[src/rtl/lgs_pkg.sv]
package lgs_pkg;

  // Register and counter widths fixed by the register file.
  localparam int CFG_W      = 9;
  localparam int CFG_ADDR_W = 8;
  localparam int K_W        = 2 * CFG_W;

  localparam int DEF_MAX_WIDTH  = 256;
  localparam int DEF_MAX_HEIGHT = 256;
  localparam int RESET_SIZE     = 256;

  // Register indexes.
  localparam logic [CFG_ADDR_W-1:0] REG_GRID_WIDTH  = CFG_ADDR_W'(0);
  localparam logic [CFG_ADDR_W-1:0] REG_GRID_HEIGHT = CFG_ADDR_W'(1);

  // Input item codes.
  localparam logic FUNC_CELL  = 1'b0;
  localparam logic FUNC_FLUSH = 1'b1;

  // Control carried from the address stage to the window stage.
  typedef struct packed {
    logic valid;
    logic cell_bit;
    logic res_due;
    logic left_edge;
    logic right_edge;
    logic top_edge;
    logic bottom_edge;
    logic last;
  } lgs_s1_t;

  // A size of zero acts as one, a size above the maximum as the maximum.
  function automatic logic [CFG_W-1:0] clamp_size(input logic [CFG_W-1:0] v,
                                                  input int unsigned max_v);
    logic [CFG_W-1:0] res;
    if (v == '0) begin
      res = CFG_W'(1);
    end else if (32'(v) > max_v) begin
      res = CFG_W'(max_v);
    end else begin
      res = v;
    end
    return res;
  endfunction

endpackage

[src/rtl/lgs_in_if.sv]
interface lgs_in_if;
  logic valid;
  logic ready;
  logic func;
  logic alive;

  modport source (output valid, output func, output alive, input ready);
  modport sink   (input valid, input func, input alive, output ready);
endinterface

[src/rtl/lgs_out_if.sv]
interface lgs_out_if;
  logic valid;
  logic ready;
  logic next_alive;
  logic frame_last;

  modport source (output valid, output next_alive, output frame_last, input ready);
  modport sink   (input valid, input next_alive, input frame_last, output ready);
endinterface

[src/rtl/lgs_cfg_if.sv]
interface lgs_cfg_if;
  logic                              valid;
  logic                              ready;
  logic [lgs_pkg::CFG_ADDR_W-1:0]    addr;
  logic [lgs_pkg::CFG_W-1:0]         data;

  modport source (output valid, output addr, output data, input ready);
  modport sink   (input valid, input addr, input data, output ready);
endinterface

[src/rtl/lgs_ram.sv]
module lgs_ram #(
  parameter int DATA_W = 2,
  parameter int DEPTH  = 256
) (
  input  logic                       clk,
  input  logic                       wr_en,
  input  logic [$clog2(DEPTH)-1:0]   wr_addr,
  input  logic [DATA_W-1:0]          wr_data,
  input  logic                       rd_en,
  input  logic [$clog2(DEPTH)-1:0]   rd_addr,
  output logic [DATA_W-1:0]          rd_data
);

  logic [DATA_W-1:0] mem_r [DEPTH];
  logic [DATA_W-1:0] rd_data_r;

  always_ff @(posedge clk) begin
    if (wr_en) begin
      mem_r[wr_addr] <= wr_data;
    end
    if (rd_en) begin
      rd_data_r <= mem_r[rd_addr];
    end
  end

  assign rd_data = rd_data_r;

endmodule

[src/rtl/lgs_ctrl.sv]
module lgs_ctrl #(
  parameter int MAX_WIDTH  = lgs_pkg::DEF_MAX_WIDTH,
  parameter int MAX_HEIGHT = lgs_pkg::DEF_MAX_HEIGHT
) (
  input  logic                          clk,
  input  logic                          rst_n,
  lgs_in_if.sink                        in_ch,
  lgs_cfg_if.sink                       cfg_ch,
  input  logic                          advance,
  output logic                          cfg_restart,
  output logic                          rd_en,
  output logic [$clog2(MAX_WIDTH)-1:0]  rd_addr,
  output lgs_pkg::lgs_s1_t              s1,
  output logic [$clog2(MAX_WIDTH)-1:0]  s1_addr
);
  import lgs_pkg::*;

  localparam int AW = $clog2(MAX_WIDTH);
  localparam logic [CFG_W-1:0] RST_W = clamp_size(CFG_W'(RESET_SIZE), MAX_WIDTH);
  localparam logic [CFG_W-1:0] RST_H = clamp_size(CFG_W'(RESET_SIZE), MAX_HEIGHT);
  localparam logic [K_W-1:0]   RST_TOTAL = K_W'(RST_W) * K_W'(RST_H);

  logic [CFG_W-1:0] w_r, w_nxt, h_r, h_nxt;
  logic [K_W-1:0]   total_r, total_nxt;
  logic [CFG_W-1:0] in_col_r, in_col_nxt;
  logic [K_W-1:0]   k_r, k_nxt;
  logic [CFG_W-1:0] out_col_r, out_col_nxt, out_row_r, out_row_nxt;
  lgs_s1_t          s1_r, s1_nxt;
  logic [AW-1:0]    s1_addr_r, s1_addr_nxt;

  logic accept, received_lt, shift, res_due, last, col_wrap, out_wrap;
  logic left_edge, right_edge, top_edge, bottom_edge;
  logic cfg_hit;
  logic [CFG_W-1:0] cfg_size;

  assign in_ch.ready  = advance;
  assign cfg_ch.ready = 1'b1;
  assign cfg_restart  = cfg_hit;

  always_comb begin
    accept      = in_ch.valid && advance;
    received_lt = k_r < total_r;
    // Early flushes are dropped; late cells shift in as dead.
    shift       = accept && !(received_lt && (in_ch.func == FUNC_FLUSH));
    res_due     = k_r > K_W'(w_r);
    left_edge   = out_col_r == '0;
    right_edge  = out_col_r == w_r - CFG_W'(1);
    top_edge    = out_row_r == '0;
    bottom_edge = out_row_r == h_r - CFG_W'(1);
    last        = res_due && right_edge && bottom_edge;
    col_wrap    = in_col_r == w_r - CFG_W'(1);
    out_wrap    = right_edge;
    // Writes to indexes other than the two size registers have no effect.
    cfg_hit     = cfg_ch.valid &&
                  ((cfg_ch.addr == REG_GRID_WIDTH) || (cfg_ch.addr == REG_GRID_HEIGHT));
    cfg_size    = clamp_size(cfg_ch.data,
                             (cfg_ch.addr == REG_GRID_WIDTH) ? MAX_WIDTH : MAX_HEIGHT);

    w_nxt       = w_r;
    h_nxt       = h_r;
    total_nxt   = total_r;
    in_col_nxt  = in_col_r;
    k_nxt       = k_r;
    out_col_nxt = out_col_r;
    out_row_nxt = out_row_r;

    if (cfg_hit) begin
      if (cfg_ch.addr == REG_GRID_WIDTH) begin
        w_nxt     = cfg_size;
        total_nxt = K_W'(cfg_size) * K_W'(h_r);
      end else begin
        h_nxt     = cfg_size;
        total_nxt = K_W'(w_r) * K_W'(cfg_size);
      end
      in_col_nxt  = '0;
      k_nxt       = '0;
      out_col_nxt = '0;
      out_row_nxt = '0;
    end else if (shift) begin
      in_col_nxt = col_wrap ? '0 : in_col_r + CFG_W'(1);
      k_nxt      = k_r + K_W'(1);
      if (res_due) begin
        out_col_nxt = out_wrap ? '0 : out_col_r + CFG_W'(1);
        out_row_nxt = out_wrap ? out_row_r + CFG_W'(1) : out_row_r;
      end
      if (last) begin
        in_col_nxt  = '0;
        k_nxt       = '0;
        out_col_nxt = '0;
        out_row_nxt = '0;
      end
    end

    s1_nxt      = s1_r;
    s1_addr_nxt = s1_addr_r;
    if (advance) begin
      s1_nxt.valid       = shift;
      s1_nxt.cell_bit    = received_lt ? in_ch.alive : 1'b0;
      s1_nxt.res_due     = res_due;
      s1_nxt.left_edge   = left_edge;
      s1_nxt.right_edge  = right_edge;
      s1_nxt.top_edge    = top_edge;
      s1_nxt.bottom_edge = bottom_edge;
      s1_nxt.last        = last;
      s1_addr_nxt        = AW'(in_col_r);
    end
  end

  always_ff @(posedge clk) begin
    if (!rst_n) begin
      w_r       <= RST_W;
      h_r       <= RST_H;
      total_r   <= RST_TOTAL;
      in_col_r  <= '0;
      k_r       <= '0;
      out_col_r <= '0;
      out_row_r <= '0;
      s1_r      <= '0;
    end else begin
      w_r       <= w_nxt;
      h_r       <= h_nxt;
      total_r   <= total_nxt;
      in_col_r  <= in_col_nxt;
      k_r       <= k_nxt;
      out_col_r <= out_col_nxt;
      out_row_r <= out_row_nxt;
      s1_r      <= s1_nxt;
    end
    s1_addr_r <= s1_addr_nxt;
  end

  assign rd_en   = shift;
  assign rd_addr = AW'(in_col_r);
  assign s1      = s1_r;
  assign s1_addr = s1_addr_r;

  a_col_in_row: assert property (@(posedge clk) disable iff (!rst_n)
    in_col_r < w_r)
    else $error("input column beyond grid width");

  a_last_restarts: assert property (@(posedge clk) disable iff (!rst_n)
    shift && last |=> (k_r == '0) && (out_col_r == '0) && (out_row_r == '0))
    else $error("frame not restarted after last result");

  a_stage_holds: assert property (@(posedge clk) disable iff (!rst_n)
    s1_r.valid && !advance |=> s1_r.valid && $stable(s1_addr_r))
    else $error("stalled window stage item lost");

endmodule

[src/rtl/lgs_window.sv]
module lgs_window #(
  parameter int MAX_WIDTH = lgs_pkg::DEF_MAX_WIDTH
) (
  input  logic                          clk,
  input  logic                          rst_n,
  input  logic                          cfg_restart,
  input  lgs_pkg::lgs_s1_t              s1,
  input  logic [$clog2(MAX_WIDTH)-1:0]  s1_addr,
  input  logic                          rd_en,
  input  logic [$clog2(MAX_WIDTH)-1:0]  rd_addr,
  input  logic [1:0]                    ram_rd_data,
  output logic                          ram_wr_en,
  output logic [$clog2(MAX_WIDTH)-1:0]  ram_wr_addr,
  output logic [1:0]                    ram_wr_data,
  output logic                          advance,
  lgs_out_if.source                     out_ch
);
  import lgs_pkg::*;

  logic [8:0] win_r, win_nxt, win_new;
  logic       fwd_r, fwd_nxt;
  logic [1:0] fwd_data_r, fwd_data_nxt;
  logic       out_valid_r, out_valid_nxt;
  logic       out_alive_r, out_alive_nxt;
  logic       out_last_r, out_last_nxt;

  logic       proc, above, mid, center;
  logic [1:0] col_bits;
  logic [8:0] mask;
  logic [3:0] count;

  always_comb begin
    advance = !out_valid_r || out_ch.ready;
    proc    = s1.valid && advance;

    // Entry [0] is the row above, [1] the middle row.
    col_bits = fwd_r ? fwd_data_r : ram_rd_data;
    above    = col_bits[0];
    mid      = col_bits[1];
    win_new  = {s1.cell_bit, mid, above, win_r[8:3]};

    // Bit j*3+i: column j (0 = left), row i (0 = above).
    mask = 9'b111_101_111;
    if (s1.left_edge) begin
      mask[2:0] = 3'b000;
    end
    if (s1.right_edge) begin
      mask[8:6] = 3'b000;
    end
    if (s1.top_edge) begin
      mask[0] = 1'b0;
      mask[3] = 1'b0;
      mask[6] = 1'b0;
    end
    if (s1.bottom_edge) begin
      mask[2] = 1'b0;
      mask[5] = 1'b0;
      mask[8] = 1'b0;
    end
    count  = 4'($countones(win_new & mask));
    center = win_new[4];

    win_nxt = win_r;
    if (cfg_restart) begin
      win_nxt = '0;
    end else if (proc) begin
      win_nxt = s1.last ? '0 : win_new;
    end

    fwd_nxt      = fwd_r;
    fwd_data_nxt = fwd_data_r;
    if (rd_en) begin
      fwd_nxt      = proc && (rd_addr == s1_addr);
      fwd_data_nxt = {s1.cell_bit, mid};
    end

    out_valid_nxt = out_valid_r;
    out_alive_nxt = out_alive_r;
    out_last_nxt  = out_last_r;
    if (proc && s1.res_due) begin
      out_valid_nxt = 1'b1;
      out_alive_nxt = center ? ((count == 4'd2) || (count == 4'd3)) : (count == 4'd3);
      out_last_nxt  = s1.last;
    end else if (out_ch.ready) begin
      out_valid_nxt = 1'b0;
    end
  end

  always_ff @(posedge clk) begin
    if (!rst_n) begin
      win_r       <= '0;
      fwd_r       <= 1'b0;
      out_valid_r <= 1'b0;
    end else begin
      win_r       <= win_nxt;
      fwd_r       <= fwd_nxt;
      out_valid_r <= out_valid_nxt;
    end
    fwd_data_r  <= fwd_data_nxt;
    out_alive_r <= out_alive_nxt;
    out_last_r  <= out_last_nxt;
  end

  assign ram_wr_en     = proc;
  assign ram_wr_addr   = s1_addr;
  assign ram_wr_data   = {s1.cell_bit, mid};
  assign out_ch.valid      = out_valid_r;
  assign out_ch.next_alive = out_alive_r;
  assign out_ch.frame_last = out_last_r;

  a_last_has_result: assert property (@(posedge clk) disable iff (!rst_n)
    s1.valid && s1.last |-> s1.res_due)
    else $error("frame end marked on an item without a result");

  a_window_cleared: assert property (@(posedge clk) disable iff (!rst_n)
    proc && s1.last |=> win_r == '0)
    else $error("window not cleared at frame end");

endmodule

[src/rtl/life_generation_stencil_unit.sv]
//  Channel   Direction  Beat contents             Handshake
//  in_ch     in         func, alive               valid/ready
//  out_ch    out        next_alive, frame_last    valid/ready
//  cfg_ch    in         addr, data (9 bits)       valid/ready, ready always high
//
//  One input beat is taken per cycle while the result register is free or being
//  drained; the window stage registers each result behind the address stage.
//  The rate is set by the single two-bit line store port pair: one read and one
//  write per cycle. rst_n is synchronous and active low; the line store is not
//  cleared, since entries read before being written only feed masked border cells.
//  A stall on out_ch holds the whole pipeline and drops in_ch.ready.

module life_generation_stencil_unit #(
  parameter int MAX_WIDTH  = lgs_pkg::DEF_MAX_WIDTH,
  parameter int MAX_HEIGHT = lgs_pkg::DEF_MAX_HEIGHT
) (
  input  logic       clk,
  input  logic       rst_n,
  lgs_in_if.sink     in_ch,
  lgs_out_if.source  out_ch,
  lgs_cfg_if.sink    cfg_ch
);
  import lgs_pkg::*;

  localparam int AW = $clog2(MAX_WIDTH);

  // The design is a two-stage pipeline around one line store. The address stage
  // (lgs_ctrl) tracks the raster position of the input and of the next result,
  // decides whether a beat shifts a cell, and issues the line store read for the
  // column. The window stage (lgs_window) receives the two stored cells of that
  // column from the registered read, writes back the shifted column, slides the 3x3 window
  // and evaluates the birth/survival rule with the border mask.

  logic             advance;
  logic             cfg_restart;
  logic             rd_en;
  logic [AW-1:0]    rd_addr;
  lgs_s1_t          s1;
  logic [AW-1:0]    s1_addr;
  logic [1:0]       ram_rd_data;
  logic             ram_wr_en;
  logic [AW-1:0]    ram_wr_addr;
  logic [1:0]       ram_wr_data;

  lgs_ctrl #(
    .MAX_WIDTH  (MAX_WIDTH),
    .MAX_HEIGHT (MAX_HEIGHT)
  ) u_ctrl (
    .clk         (clk),
    .rst_n       (rst_n),
    .in_ch       (in_ch),
    .cfg_ch      (cfg_ch),
    .advance     (advance),
    .cfg_restart (cfg_restart),
    .rd_en       (rd_en),
    .rd_addr     (rd_addr),
    .s1          (s1),
    .s1_addr     (s1_addr)
  );

  // Each entry holds the row above in bit 0 and the middle row in bit 1 for one
  // column. With a one-column grid the read and the write-back hit the same
  // entry in the same cycle; the window stage forwards the written value then.
  lgs_ram #(
    .DATA_W (2),
    .DEPTH  (MAX_WIDTH)
  ) u_line_store (
    .clk     (clk),
    .wr_en   (ram_wr_en),
    .wr_addr (ram_wr_addr),
    .wr_data (ram_wr_data),
    .rd_en   (rd_en),
    .rd_addr (rd_addr),
    .rd_data (ram_rd_data)
  );

  lgs_window #(
    .MAX_WIDTH (MAX_WIDTH)
  ) u_window (
    .clk         (clk),
    .rst_n       (rst_n),
    .cfg_restart (cfg_restart),
    .s1          (s1),
    .s1_addr     (s1_addr),
    .rd_en       (rd_en),
    .rd_addr     (rd_addr),
    .ram_rd_data (ram_rd_data),
    .ram_wr_en   (ram_wr_en),
    .ram_wr_addr (ram_wr_addr),
    .ram_wr_data (ram_wr_data),
    .advance     (advance),
    .out_ch      (out_ch)
  );

endmodule

[src/flat_wrapper.sv]
// flat-port wrapper written by rule: the top's interface ports become plain ports
module life_generation_stencil_unit_flat import lgs_pkg::*;
#(
  parameter int MAX_WIDTH  = lgs_pkg::DEF_MAX_WIDTH,
  parameter int MAX_HEIGHT = lgs_pkg::DEF_MAX_HEIGHT
)
  (clk, rst_n, in_ch_valid, in_ch_func, in_ch_alive, in_ch_ready, out_ch_valid, out_ch_next_alive, out_ch_frame_last, out_ch_ready, cfg_ch_valid, cfg_ch_addr, cfg_ch_data, cfg_ch_ready);
  lgs_in_if in_ch_i ();
  lgs_out_if out_ch_i ();
  lgs_cfg_if cfg_ch_i ();
  input  logic clk;
  input  logic rst_n;
  input wire logic [$bits(in_ch_i.valid)-1:0] in_ch_valid;
  input wire logic [$bits(in_ch_i.func)-1:0] in_ch_func;
  input wire logic [$bits(in_ch_i.alive)-1:0] in_ch_alive;
  output wire logic [$bits(in_ch_i.ready)-1:0] in_ch_ready;
  output wire logic [$bits(out_ch_i.valid)-1:0] out_ch_valid;
  output wire logic [$bits(out_ch_i.next_alive)-1:0] out_ch_next_alive;
  output wire logic [$bits(out_ch_i.frame_last)-1:0] out_ch_frame_last;
  input wire logic [$bits(out_ch_i.ready)-1:0] out_ch_ready;
  input wire logic [$bits(cfg_ch_i.valid)-1:0] cfg_ch_valid;
  input wire logic [$bits(cfg_ch_i.addr)-1:0] cfg_ch_addr;
  input wire logic [$bits(cfg_ch_i.data)-1:0] cfg_ch_data;
  output wire logic [$bits(cfg_ch_i.ready)-1:0] cfg_ch_ready;
  assign in_ch_i.valid = in_ch_valid;
  assign in_ch_i.func = in_ch_func;
  assign in_ch_i.alive = in_ch_alive;
  assign in_ch_ready = in_ch_i.ready;
  assign out_ch_valid = out_ch_i.valid;
  assign out_ch_next_alive = out_ch_i.next_alive;
  assign out_ch_frame_last = out_ch_i.frame_last;
  assign out_ch_i.ready = out_ch_ready;
  assign cfg_ch_i.valid = cfg_ch_valid;
  assign cfg_ch_i.addr = cfg_ch_addr;
  assign cfg_ch_i.data = cfg_ch_data;
  assign cfg_ch_ready = cfg_ch_i.ready;
  life_generation_stencil_unit #(.MAX_WIDTH(MAX_WIDTH), .MAX_HEIGHT(MAX_HEIGHT)) u_core (.clk(clk), .rst_n(rst_n), .in_ch(in_ch_i), .out_ch(out_ch_i), .cfg_ch(cfg_ch_i));
endmodule
[config.mk]
export PLATFORM = sky130hd
export DESIGN_NAME = life_generation_stencil_unit_flat
export DESIGN_NICKNAME = d
export VERILOG_FILES = /design/src/rtl/lgs_pkg.sv /design/src/rtl/lgs_in_if.sv /design/src/rtl/lgs_out_if.sv /design/src/rtl/lgs_cfg_if.sv /design/src/rtl/lgs_ram.sv /design/src/rtl/lgs_ctrl.sv /design/src/rtl/lgs_window.sv /design/src/rtl/life_generation_stencil_unit.sv /design/src/flat_wrapper.sv
export SDC_FILE = /design/constraint.sdc
export NUM_CORES = 1
export LEC_CHECK = 0
export BUFFER_PORTS_ARGS = -buffer_cell sky130_fd_sc_hd__buf_2
export CELL_PAD_IN_SITES_DETAIL_PLACEMENT = 0
export CELL_PAD_IN_SITES_GLOBAL_PLACEMENT = 1
export CORE_MARGIN = 2
export CORE_UTILIZATION = 45
export CTS_CLUSTER_DIAMETER = 200
export DETAILED_ROUTE_END_ITERATION = 12
export MAX_ROUTING_LAYER = met4
export PLACE_DENSITY_LB_ADDON = 0.2
export SYNTH_ARGS = -nofsm -noshare
export SYNTH_HDL_FRONTEND = slang
export SYNTH_SLANG_ARGS = --single-unit
[constraint.sdc]
create_clock -name clk -period 9.07 [get_ports clk]
set_input_delay 0 -clock clk [delete_from_list [all_inputs] [get_ports clk]]
set_output_delay 0 -clock clk [all_outputs]
set_load 0.01 [all_outputs]
# Word level (Yosys, flattened, before mapping)
# Memory sizes are Yosys's and may differ from the RTL's. A register that Yosys moved wholly into a read port is not among the register bits.
# Cells that the tools add are included.
# word_totals
input_bits	24
output_inout_bits	5
n_memories	1
ff_bits	112
ram_bits	512
elab_cells	106
# classes
n_eq_ne	7
n_mul	2
muxes	28
n_reduce_logical	26
add_sub_neg	14
n_bitwise	3
magnitude_cmp	3
# memory_table
memory	depth	width	read_ports	rd_ports_with_merged_regs	write_ports	line	rtl
u_core.u_line_store.mem_r	256	2	1	1	1	lgs_ram.sv:14	logic [DATA_W-1:0] mem_r [DEPTH];
# op_table
cell	n
9-bit two-way mux	11
9-bit by 9-bit multiplier with 18-bit output	2
18-bit two-way mux	2
9-bit by 1-bit adder with 9-bit output (second input constant)	3
9-bit == test	3
9-bit zero test	3
18-bit by 1-bit adder with 18-bit output (second input constant)	1
18-bit by 9-bit > comparator with 1-bit output	1
18-bit less-than comparator	1
9-bit by 1-bit subtractor with 9-bit output (second input constant)	2
1-bit two-way mux	12
9-bit AND	1
9-bit > comparator (second input constant)	1
1-bit logical AND	9
1-bit by 1-bit adder with 2-bit output	4
4-bit by 2-bit == test with 1-bit output (second input constant)	2
8-bit by 1-bit == test with 1-bit output (second input constant)	1
8-bit == test	1
8-bit zero test	1
2-bit by 2-bit adder with 3-bit output	2
3-bit two-way mux	2
2-bit AND reduction	3
2-bit nonzero test	3
3-bit by 3-bit adder with 4-bit output	1
other kinds (7)	11

# Longest topological paths before layout
# logic_depth
depth_word	10
mapped_depth	23
ltp_nobuf	22

# Cells and area by module
# A second synthesis with hierarchy kept.
# unflattened
hier_cells	2706
hier_area_um2	33460.8
# by_module_without_submodules
mod	seq_area_each_um2	cells_per_inst	instances	area_each_um2
lgs_ram	15434.8	1242	1	21401.8
lgs_ctrl	2021.9	1376	1	11193.2
lgs_window	280.3	88	1	865.8

# Worst setup path before layout
# OpenSTA, ideal clock, no wires.
# synth_timing
kind	register -> register
start	reg u_core.u_ctrl.s1_r (netlist bit u_core.u_ctrl.s1[6])
end	reg u_core.u_window.out_alive_r (netlist: u_core.u_window.out_ch.next_alive) (data pin)
t_arrival_ns	5.333
path_buffers	0
path_stages_with_launch	9
period_less_slack_ns	5.589
slack_ns	3.481
setup_ns	0.256
required_time_ns	8.814
cell_sequence	dfxtp_1 or3b_2 fa_1 inv_1 ha_1 fa_1 nand3_1 o21ai_0 o211a_1
# synth_between
elab_chain_len	5
elab_cells_between_ends	6
cone_classes	add/sub (1); eq/ne (2); mux (1); bitwise (1); reduce/logical (1)
# synth_lines
item	line	rtl
start, declared	lgs_ctrl.sv:28	lgs_s1_t s1_r, s1_nxt;
start signal, assigned	lgs_ctrl.sv:127	s1_r <= s1_nxt;
9-bit AND (*)	lgs_window.sv:60	count = 4'($countones(win_new & mask));
4-bit by 1-bit adder with 4-bit output (not written as such) (*)	lgs_window.sv:60	
4-bit by 2-bit == test with 1-bit output	lgs_window.sv:82	out_alive_nxt = center ? ((count == 4'd2) || (count == 4'd3)) : (count == 4'd3);
1-bit logical OR	lgs_window.sv:82	
1-bit two-way mux (*)	lgs_window.sv:82	
end signal, assigned	lgs_window.sv:100	out_alive_r <= out_alive_nxt;
end, declared	lgs_window.sv:24	logic out_alive_r, out_alive_nxt;
# Mark *: on every way between the ends. The rest lies on a longest branch, timed or not.
# A chain may end at the register's enable or synchronous reset.

# Worst setup path in the final report
# layout_timing
start	in cfg_ch_data[4]
end	reg u_core.u_ctrl.total_r[16]
# layout_between
elab_chain_len	5
elab_cells_between_ends	7
cone_classes	mul (2); order compare (1); mux (3); reduce/logical (1)
# layout_lines
item	line	rtl
start, declared	flat_wrapper.sv:23	input wire logic [$bits(cfg_ch_i.data)-1:0] cfg_ch_data;
9-bit > comparator	lgs_pkg.sv:38	end else if (32'(v) > max_v) begin
9-bit two-way mux	lgs_pkg.sv:38	
9-bit two-way mux (*)	lgs_pkg.sv:36	if (v == '0) begin
9-bit by 9-bit multiplier with 18-bit output (on tied branches)	lgs_ctrl.sv:73, lgs_ctrl.sv:70	
18-bit two-way mux (*)	lgs_ctrl.sv:68	if (cfg_ch.addr == REG_GRID_WIDTH) begin
end signal, assigned	lgs_ctrl.sv:122	total_r <= total_nxt;
end, declared	lgs_ctrl.sv:24	logic [K_W-1:0] total_r, total_nxt;
# Marks and branches as above.

==> reports/qor.yml <==
fill_cells: 6339
layout_commonest_cell: "edfxtp_1"
p_seq_frac: 0.515
max_freq_mhz: 171.5
synthesis.area_um2: 32770
cp_max_fo: 17
cap_violations: 0
rrSetupSlack_ps: 3350
cts_buffer_depth: 3
grt_usage: 0.2332
cts_tree: "built"
outcome: "finished, final reports clean"
endpoint: "u_core.u_ctrl.total_r[16]"
ir_worst_vdd_v: 0.0001610
hold_violations: 0
p_int_mw: 4.761
cp.required_ps: 9530
start_kind: "input pin"
finalNetCount: 2823
swShare: 0.2149
fin_crit_sh: 0.6430
hold_slack_ps: 81.07
area_growth_pct: 9.743
fp-row-count: 98
antenna_left: 0
synth_seq_area_share: 0.5412
syn_inst: 2606
r2r-end: "u_core.u_ctrl.total_r[16]"
rsz0062_at_grt: "no"
clock-sinks: 623
power.switching_mw: 1.303
grt_max_degree: 124
avgViaCountPerCell: 5.708
root_buffer: "clkbuf_16"
cts_resized: 0
min_period_ps: 5832
ys_warn_count: 0
start_util: 0.4561
ys.flop_type: "edfxtp_1"
multiInputGateArea_um2: 13630
synthArstFlopShare: 0
p_per_area_nw_per_um2: 168.6
die_h_um: 273.9
fp.coreArea_um2: 71850
layout_common_cells: "526 x edfxtp_1, 375 x nor2_1, 185 x inv_1"
finalSetupViolations: 0
die_w_um: 273.9
syn_area_per_cell_um2: 12.58
setup_tns_ps: 0
reg2regPathDepth: 17
wl_per_cell_um: 22.99
routed_wl_mm: 82.33
worst-setup-path-type: "in -> reg"
hold_path_class: "in -> reg"
slew_viol_final: 0
slew-limit-headroom: 0.1998
cts_max_level: 3
combPwrFrac: 0.044
ys_types: 86
grt_pass1_wl_mm: 128.2
hold_buffers: 15
diodes: 0
clk_pin_slew_ps: 60
cts_setup_buffers: 0
drive_above_1_share: 0.1307
cts-buffers-inserted: 67
io_pins: 29
antenna_found_initial: 1
p_leak_nw: 12.57
gp_congestion: 0.8433
critPathArrivalTime_ps: 6300
vias: 20440
worst_pin_slew_ps: 1200
endpoint_kind: "register"
synth-seq-cells: 623
numPortBuffers: 27
synth_edf_count: 526
drtIter0Drc: 1876
clkPwrFrac: 0.441
seqCellArea_um2: 17750
grt_overflow: 0
drc: 0
grt_pass1_vias: 21160
syn-num-nets: 2847
die_area_um2: 75000
drt-pass1-iter-count: 5
dp_hpwl_mm: 53.14
worstSkewPairLatency_ps: 620
cp-startpoint: "cfg_ch_data[4]"
r2r_start: "u_core.u_ctrl.w_r[6]"
skew_ps: 26.78
## stage by stage
stage	setup WS, ps	util	area (µm²)	total power [mW]	std cells
after floorplan	3481	-	32770	3.374	2606
after global placement	3310	0.4690	33700	3.447	3448
after detailed placement	3270	0.4690	33700	3.451	3448
after CTS	3329	0.5006	35970	6.121	3581
after global routing	2888	0.5006	35970	6.253	3581
final	3238	0.5006	35970	6.064	3581
## worst min path at each step
stage                   startpoint                    endpoint  slack (ps)  cells past startpoint
CTS                     in_ch_func  u_core.u_ctrl.out_col_r[0]          50                      5
detailed placement  cfg_ch_addr[0]        u_core.u_ctrl.h_r[7]         410                      3
floorplan           cfg_ch_addr[0]        u_core.u_ctrl.w_r[0]         190                      3
finish                  in_ch_func  u_core.u_ctrl.out_col_r[0]          80                      5
global placement    cfg_ch_addr[0]        u_core.u_ctrl.h_r[2]         400                      3
global route            in_ch_func   u_core.u_ctrl.in_col_r[0]         110                      6
## worst max-delay path: stages
cell and delay [ps]:
dlygate4sd3_1 560, buf_2 140, nor4_1 280, a21oi_1 190, nor2_1 120, buf_4 250
nand2_1 110, fa_1 570, inv_1 50, fa_1 490, inv_1 50, fa_1 480
fa_1 480, inv_1 40, ha_1 310, o21a_1 180, o31a_1 130, o41ai_1 700
o21ai_0 360, o41a_1 390, xor2_1 150, mux2i_1 150, a31oi_1 100
## cell type report
cell class / instances / area share
Clock inverter: 33 / 0.009253
Sequential cell: 623 / 0.4935
Clock buffer: 85 / 0.04968
Multi-Input combinational cell: 1623 / 0.3789
Tap cell: 950 / 0.03305
Inverter: 186 / 0.01955
Timing Repair Buffer: 81 / 0.01607
## state kept, by name (all words and copies together), names as in the netlist, 8 cells and up
signal                     flops
u_core.u_line_store.mem_r    512
u_core.u_ctrl.k_r             18
u_core.u_ctrl.total_r         18
u_core.u_ctrl.h_r              9
u_core.u_ctrl.in_col_r         9
u_core.u_ctrl.out_col_r        9
u_core.u_ctrl.out_row_r        9
u_core.u_ctrl.w_r              9
u_core.u_ctrl.s1               8
u_core.u_ctrl.s1_addr          8
## power groups by stage
stage	sequential, mW	clock (mW)	combinational, mW
after CTS	3.12	2.73	0.271
after global placement	3.18	0	0.262
after floorplan	3.19	0	0.186
after global routing	3.12	2.84	0.293
final	3.12	2.67	0.267
after detailed placement	3.19	0	0.266
## cells by family after synthesis
logic type	count (synthesis)	share of synthesized area
compound gates	286	0.05864
xor+xnor	79	0.02153
fa+ha+maj	217	0.1067
buf+inv	360	0.04341
flops	623	0.5412
mux	165	0.1023
other cells	1	0.0001144
simple gates	875	0.1261
## synthesized netlist by cell type, types with 15 or more instances
cell type / n / area [µm²]
nand4_1: 15 / 93.84
nor3_1: 37 / 185.2
inv_1: 186 / 698.2
xor2_1: 39 / 341.6
mux2i_1: 29 / 290.3
xnor2_1: 39 / 341.6
clkbuf_1: 136 / 510.5
nand3_1: 70 / 350.3
and2_1: 102 / 638.1
buf_2: 25 / 125.1
o21ai_0: 45 / 225.2
dfxtp_1: 97 / 1942
a31oi_1: 17 / 106.4
a21oi_1: 76 / 380.4
fa_1: 104 / 2082
nand2_1: 162 / 608.1
a211oi_1: 34 / 255.2
nor2_1: 375 / 1408
nor2b_1: 35 / 219.0
mux4_2: 136 / 3063
ha_1: 113 / 1414
edfxtp_1: 526 / 15800
## routing by layer
| metal | vias to the layer above | track usage | share of wire |
|---|---|---|---|
| li1 | 9306 | - | - |
| met1 | 10470 | 0.3082 | 0.43 |
| met2 | 547 | 0.3817 | 0.49 |
| met3 | 117 | 0.03547 | 0.052 |
| met4 | 0 | 0.05435 | 0.021 |
| met5 | - | - | 0 |
(Power assumes the default switching activity.)
